File: src/hdl/fhr_pkg.sv
// ----------------------------------------------------------------------------
// fhr_pkg
// Shared types and constants for the framed Hamming(7,4) receiver.
// ----------------------------------------------------------------------------
package fhr_pkg;

    localparam int WORD_W        = 32;
    localparam int MESSAGE_BYTES = 8;
    localparam int BYTE_W        = 8;
    localparam int NIBBLE_W      = 4;
    localparam int FRAME_W       = MESSAGE_BYTES * BYTE_W;

    localparam logic [WORD_W-1:0] HEADER_RESET = 32'hFFFF_FFFF;

    // frame position
    typedef enum logic [1:0] {
        PH_IDLE   = 2'd0,
        PH_FIRST  = 2'd1,
        PH_SECOND = 2'd2
    } phase_t;

    // status from frame control to the result stage
    typedef struct packed {
        logic emit;     // held word completes a frame
        logic advance;  // held word leaves the input register this cycle
    } frame_stat_t;

    // syndrome values that point at a data bit
    localparam logic [2:0] SYN_D3 = 3'd3;
    localparam logic [2:0] SYN_D5 = 3'd5;
    localparam logic [2:0] SYN_D6 = 3'd6;
    localparam logic [2:0] SYN_D7 = 3'd7;

endpackage

File: src/hdl/fhr_hamming_dec.sv
// ----------------------------------------------------------------------------
// fhr_hamming_dec
// Hamming(7,4) single-error-correcting decode of one byte; bit 7 ignored.
// ----------------------------------------------------------------------------
module fhr_hamming_dec
    import fhr_pkg::*;
(
    input  logic [BYTE_W-1:0]   code_byte,
    output logic [NIBBLE_W-1:0] data_nibble
);

    logic [2:0] syn;

    // code position p sits in bit 7-p
    assign syn[0] = code_byte[6] ^ code_byte[4] ^ code_byte[2] ^ code_byte[0];
    assign syn[1] = code_byte[5] ^ code_byte[4] ^ code_byte[1] ^ code_byte[0];
    assign syn[2] = code_byte[3] ^ code_byte[2] ^ code_byte[1] ^ code_byte[0];

    // only data positions matter; parity flips leave the data as is
    always_comb begin
        data_nibble = {code_byte[4], code_byte[2], code_byte[1], code_byte[0]};
        unique case (syn)
            SYN_D3:  data_nibble[3] = ~code_byte[4];
            SYN_D5:  data_nibble[2] = ~code_byte[2];
            SYN_D6:  data_nibble[1] = ~code_byte[1];
            SYN_D7:  data_nibble[0] = ~code_byte[0];
            default: data_nibble = {code_byte[4], code_byte[2], code_byte[1], code_byte[0]};
        endcase
    end

endmodule

File: src/hdl/fhr_frame_ctrl.sv
// ----------------------------------------------------------------------------
// fhr_frame_ctrl
// Input register, header register and frame phase tracking.
// ----------------------------------------------------------------------------
module fhr_frame_ctrl
    import fhr_pkg::*;
(
    input  logic              aclk,
    input  logic              aresetn,
    input  logic              s_valid,
    output logic              s_ready,
    input  logic [WORD_W-1:0] s_received_word,
    input  logic              cfg_valid,
    input  logic [WORD_W-1:0] cfg_data,
    input  logic              out_free,
    output frame_stat_t       stat,
    output logic [FRAME_W-1:0] frame_words
);

    logic              in_valid_reg;
    logic [WORD_W-1:0] in_word_reg;
    logic [WORD_W-1:0] header_reg;
    logic [WORD_W-1:0] first_half_reg;
    phase_t            phase_reg, phase_next;

    // held word moves on unless it finishes a frame and the result is blocked
    assign stat.emit    = in_valid_reg && (phase_reg == PH_SECOND);
    assign stat.advance = in_valid_reg && (!stat.emit || out_free);
    assign s_ready      = !in_valid_reg || stat.advance;

    assign frame_words = {first_half_reg, in_word_reg};

    // input register
    always_ff @(posedge aclk) begin
        if (!aresetn) begin
            in_valid_reg <= 1'b0;
        end else if (s_ready) begin
            in_valid_reg <= s_valid;
        end
        if (s_ready && s_valid) begin
            in_word_reg <= s_received_word;
        end
    end

    // header register
    always_ff @(posedge aclk) begin
        if (!aresetn) begin
            header_reg <= HEADER_RESET;
        end else if (cfg_valid) begin
            header_reg <= cfg_data;
        end
    end

    // first data word
    always_ff @(posedge aclk) begin
        if (stat.advance && (phase_reg == PH_FIRST)) begin
            first_half_reg <= in_word_reg;
        end
    end

    // phase register
    always_ff @(posedge aclk) begin
        if (!aresetn) begin
            phase_reg <= PH_IDLE;
        end else begin
            phase_reg <= phase_next;
        end
    end

    // phase next state
    always_comb begin
        phase_next = phase_reg;
        if (stat.advance) begin
            unique case (phase_reg)
                PH_FIRST:  phase_next = PH_SECOND;
                PH_SECOND: phase_next = PH_IDLE;
                default:   phase_next = (in_word_reg == header_reg) ? PH_FIRST : PH_IDLE;
            endcase
        end
    end

endmodule

File: src/hdl/framed_hamming74_receiver_core.sv
// ----------------------------------------------------------------------------
// framed_hamming74_receiver_core
// Framed Hamming(7,4) receiver: header, two data words, one decoded word.
// ----------------------------------------------------------------------------
// Path: a second data word is captured in the input register, then decoded
// into the result register once that register is free or being taken.
// Throughput: one word per cycle; the input stalls only while a word that ends
// a frame waits on a full result register that is not being taken.
// Reset: header register to all ones, frame phase to idle, both stages empty.
// ----------------------------------------------------------------------------
module framed_hamming74_receiver_core
    import fhr_pkg::*;
(
    input  logic              aclk,
    input  logic              aresetn,
    input  logic              s_valid,
    output logic              s_ready,
    input  logic [WORD_W-1:0] s_received_word,
    output logic              m_valid,
    input  logic              m_ready,
    output logic [WORD_W-1:0] m_decoded_message,
    input  logic              cfg_valid,
    output logic              cfg_ready,
    input  logic [WORD_W-1:0] cfg_data
);

    frame_stat_t                            stat;
    logic [FRAME_W-1:0]                     frame_words;
    logic [MESSAGE_BYTES*NIBBLE_W-1:0]      msg_next;
    logic                                   m_valid_reg;
    logic [WORD_W-1:0]                      msg_reg;
    logic                                   out_free;

    assign cfg_ready = 1'b1;
    assign out_free  = !m_valid_reg || m_ready;

    fhr_frame_ctrl u_ctrl (
        .aclk            (aclk),
        .aresetn         (aresetn),
        .s_valid         (s_valid),
        .s_ready         (s_ready),
        .s_received_word (s_received_word),
        .cfg_valid       (cfg_valid),
        .cfg_data        (cfg_data),
        .out_free        (out_free),
        .stat            (stat),
        .frame_words     (frame_words)
    );

    // byte i is taken most significant first; nibble i lands in bits 4i+3..4i
    for (genvar i = 0; i < MESSAGE_BYTES; i++) begin : g_dec
        fhr_hamming_dec u_dec (
            .code_byte   (frame_words[FRAME_W-1-BYTE_W*i -: BYTE_W]),
            .data_nibble (msg_next[NIBBLE_W*i +: NIBBLE_W])
        );
    end

    // result register
    always_ff @(posedge aclk) begin
        if (!aresetn) begin
            m_valid_reg <= 1'b0;
        end else if (out_free) begin
            m_valid_reg <= stat.emit;
        end
        if (out_free && stat.emit) begin
            msg_reg <= msg_next;
        end
    end

    assign m_valid           = m_valid_reg;
    assign m_decoded_message = msg_reg;

endmodule
File: config.mk
export PLATFORM = sky130hd
export DESIGN_NAME = framed_hamming74_receiver_core
export DESIGN_NICKNAME = d
export VERILOG_FILES = /design/src/hdl/fhr_pkg.sv /design/src/hdl/fhr_hamming_dec.sv /design/src/hdl/fhr_frame_ctrl.sv /design/src/hdl/framed_hamming74_receiver_core.sv
export SDC_FILE = /design/constraint.sdc
export NUM_CORES = 1
export LEC_CHECK = 0
export BUFFER_PORTS_ARGS = -buffer_cell sky130_fd_sc_hd__buf_4
export CAP_MARGIN = 20
export CORE_MARGIN = 10
export CORE_UTILIZATION = 65
export CTS_BUF_LIST = sky130_fd_sc_hd__clkbuf_4
export DETAILED_ROUTE_END_ITERATION = 16
export GPL_TIMING_DRIVEN = 0
export PLACE_DENSITY = 0.95
export SYNTH_ARGS = -nofsm -noshare
export SYNTH_HDL_FRONTEND = slang
export SYNTH_HIERARCHICAL = 1
export SYNTH_SLANG_ARGS = --single-unit
File: constraint.sdc
create_clock -name aclk -period 8.05 [get_ports aclk]
set_clock_uncertainty 0.15 [all_clocks]
set_input_delay 2.415 -clock aclk [delete_from_list [all_inputs] [get_ports aclk]]
set_output_delay 2.415 -clock aclk [all_outputs]
set_load 0.005 [all_outputs]
; Word level (Yosys, flattened, before mapping)
; Cells that the tools add are included.
[word_totals]
register_bits = 131
latch_bits = 0
ram_bits = 0
rom_bits = 0
out_inout_bits = 35
elab_cells = 191
n_memories = 0
[classes]
add_sub_neg = 0
multipliers = 0
div_mod_pow = 0
order_cmp = 0
eq_ne = 35
shifts = 0
mux = 34
bitwise_logic = 104
n_reduce_logical = 11
[ops]
columns = cell, n
row1 = $eq A3 B3 Y1 const B, 24
row2 = $xor A1 B1 Y1, 72
row3 = $mux W1, 33
row4 = $eq A32 B32 Y1, 1
row5 = $not A1 Y1, 32
row6 = $eq A3 B2 Y1 const B, 8
row7 = $logic_and A1 B1 Y1, 5
row8 = $pmux W2 S2, 1
row9 = $logic_not A1 Y1, 3
row10 = $logic_or A1 B1 Y1, 3
row11 = $eq A2 B1 Y1 const B, 1
row12 = $eq A2 B2 Y1 const B, 1

; Longest topological paths before layout
[logic_depth]
ltp_word = 7
mapped_depth = 7

; Cells and area by module
; The synthesis kept the hierarchy.
[modules_own_cells]
columns = module, n_inst, cells_per_inst, area_per_inst_um2, seq_area_each_um2
row1 = fhr_frame_ctrl, 1, 232, 3565.9, 2622.5
row2 = fhr_hamming_dec, 8, 58, 405.4, 0.0
row3 = framed_hamming74_receiver_core, 1, 39, 1029.7, 980.9

; Worst setup path after synthesis
; Ideal clock, no wire load.
[synth_timing]
kind = input-to-output
startpoint = input port m_ready
endpoint = output port s_ready
arrival_ps = 2672
setup_slack_ps = 2813
cell_stages = 3
n_path_buf = 0
cell_sequence = nand2b_4 > inv_1 > nand2_1
[synth_between]
elab_chain_cells = 4
[synth_rtl]
columns = element, line_no
row1 = start: declaration, framed_hamming74_receiver_core.sv:20  ; input logic m_ready,
row2 = $logic_or A1 B1 Y1, framed_hamming74_receiver_core.sv:35  ; assign out_free = !m_valid_reg || m_ready;
row3 = $logic_or A1 B1 Y1, fhr_frame_ctrl.sv:28  ; assign stat.advance = in_valid_reg && (!stat.emit || out_free);
row4 = $logic_and A1 B1 Y1, fhr_frame_ctrl.sv:28
row5 = $logic_or A1 B1 Y1, fhr_frame_ctrl.sv:29  ; assign s_ready = !in_valid_reg || stat.advance;
row6 = end: declaration, framed_hamming74_receiver_core.sv:17  ; output logic s_ready,
; Every way passes these cells.

; Worst setup path in the final report
[layout_timing]
startpoint = input port m_ready
endpoint = output port s_ready
[layout_between]
elab_chain_cells = 4
[layout_rtl]
columns = element, line_no
row1 = $logic_or A1 B1 Y1, framed_hamming74_receiver_core.sv:35
row2 = named net out_free, framed_hamming74_receiver_core.sv:32  ; logic out_free;
row3 = $logic_or A1 B1 Y1, fhr_frame_ctrl.sv:28
row4 = $logic_and A1 B1 Y1, fhr_frame_ctrl.sv:28
row5 = $logic_or A1 B1 Y1, fhr_frame_ctrl.sv:29
; The timed path passes the listed nets, and every way through them passes these cells.

==> flow_summary.toml <==
[die]
fp.dieW_um = 129.0
start_util_pct = 67.03
coreArea_um2 = 11520
fp.dieH_um = 129.0
io_pins = 104
dieArea_um2 = 16630
rows = 39

[clock_network]
cts_buffers = 17
path_clk_slew_ns = 0.11
cts_root_buffer = "clkbuf_4"
ctsHoldBuffers = 0
clockBufferDepth = 2
numClockSinks = 128
cts_tree = "done"
h-tree-depth = 4
post-cts-setup-buffer-count = 0
clock_latency_ns = 0.54
ctsResizeCount = 0

[detailed_routing]
first_pass_iters = 11
wl_per_cell_um = 18.58
antenna_left = 0
routed_wl_um = 18740
drtIter0Drc = 962
drc_errors = 0
vias = 6341
via_per_inst = 6.284

[job]
max_cap_violations = 0

[power]
ir_worst_vdd_mv = 0.1523
p_comb_share_pct = 14.3
p_int_mw = 1.003
leakagePower_nw = 3.374
switching_share_pct = 27.04
seq_power_share_pct = 54.5
power.density_nw_per_um2 = 153.0
switching_power_mw = 0.3716
p_clk_share_pct = 31.2

[global_routing]
grt_pass1_wl_um = 29930
grt-ovfl-total = 0
antenna_found_initial = 0
grtUsageTotal_pct = 22.23
grt_max_degree = 33
grt_pass1_vias = 6138

[layout]
stdcell_area_um2 = 8981
drive_above_1_share_pct = 27.83
num_antenna_cells = 0
layout_common_cells = "buf_4 (102), edfxtp_1 (92), nand2_1 (65)"
postLayoutCoreUtil_pct = 77.99
areaGrowthSynthToFinish_pct = 16.36
layout_commonest_cell = "buf_4"
fillers = 674
nNetsFinal = 924

[place]
dpl_cell_area_um2 = 8702
port_buffers = 101
post-dp-hpwl_um = 13950
post-place-ws_ns = 2.445
place.gp.congestion = 0.8934

[synth]
synth_area_um2 = 7719
avgSynthCellArea_um2 = 10.56
syn_inst = 731
syn_nets = 802
yosys_warnings = 6

[critical_path]
max_stage_delay_ns = 0.15
r2r-end = "u_ctrl/first_half_reg[27]"
timing.rr.start = "u_ctrl/phase_reg[0]"
critPathKind = "in -> out"
reg2reg_depth = 7
start_kind = "input port"
path_max_fanout = 4
cp_slowest_cell = "nand2b_4"
crit_path_end_kind = "primary output"
path_cells = "buf_4 > nand2b_4 > inv_1 > nand2_1 > buf_4"
crit_top_cell = "buf_4"
cp.required_ns = 5.49
rrSetupSlack_ns = 5.82
worstPathArrival_ns = 3.04

[hold_path]
min_delay_path_depth = 2
hold_path_class = "reg -> reg"
hold_end = "u_ctrl/phase_reg[0]"
min-delay-start = "u_ctrl/phase_reg[0]"

[timing]
rsz0062_at_grt = "no"
slew_headroom_pct = 52.03
tns_ns = 0
setup_viol = 0
period_share_pct = 69.64
timing.final.ws_setup_ns = 2.444
hold_viol_final = 0
tightest_slew_ns = 0.7195
slew_viol_final = 0
min_period_ns = 5.606
clock.fmax_mhz = 178.4

[run_status]
status = "complete, no violations"
## critical path: cells and delay by family
family | cells | cell delay [ns]
buffers and inverters | 3 | 0.38
and+or+nand+nor | 2 | 0.24
## power groups by stage
stage / registers, mW / clock network, mW / logic, mW
4_1_cts: 0.749 / 0.435 / 0.193
3_3_place_gp: 0.763 / 0 / 0.177
2_1_floorplan: 0.757 / 0 / 0.133
5_1_grt: 0.752 / 0.465 / 0.212
6_report: 0.749 / 0.428 / 0.197
3_5_place_dp: 0.764 / 0 / 0.191
## cell type report
cell class / instances / area [um2] / share of cell area (%)
multi-input combinational: 539 / 3908 / 43.51
sequential: 128 / 3483 / 38.79
timing repair buffer: 103 / 793.3 / 8.833
buffer: 49 / 282.8 / 3.149
tap: 143 / 178.9 / 1.992
clock inverter: 14 / 143.9 / 1.602
clock buffer: 18 / 135.1 / 1.505
inverter: 15 / 56.30 / 0.6269
## layer usage
metal	GRT usage [%]	up-vias	wire length [um]	share of wire, %
met3	5.667	61	1614	8.6
met2	39.62	378	9625	51
li1	-	2929	-	-
met1	25.52	2973	7052	38
met4	7.358	0	451	2.4
met5	0	-	0	0
## stage by stage
stage	power (mW)	cells	hold WS [ns]
global placement	0.9395	975	0.3125
floorplan	0.8900	731	0.3039
global route	1.429	1009	0.3708
CTS	1.377	1009	0.3449
finish	1.374	1009	0.3497
detailed placement	0.9549	977	0.3292
## how the worst max path moves through the flow
stage	from	end	slack [ns]
after global routing	m_ready	s_ready	2.39
after floorplan	m_ready	s_ready	2.81
after detailed placement	m_ready	s_ready	2.45
after CTS	m_ready	s_ready	2.45
final	m_ready	s_ready	2.44
after global placement	m_ready	u_ctrl/in_word_reg[24]	2.47
No activity file was read; power rests on OpenSTA's default activity.
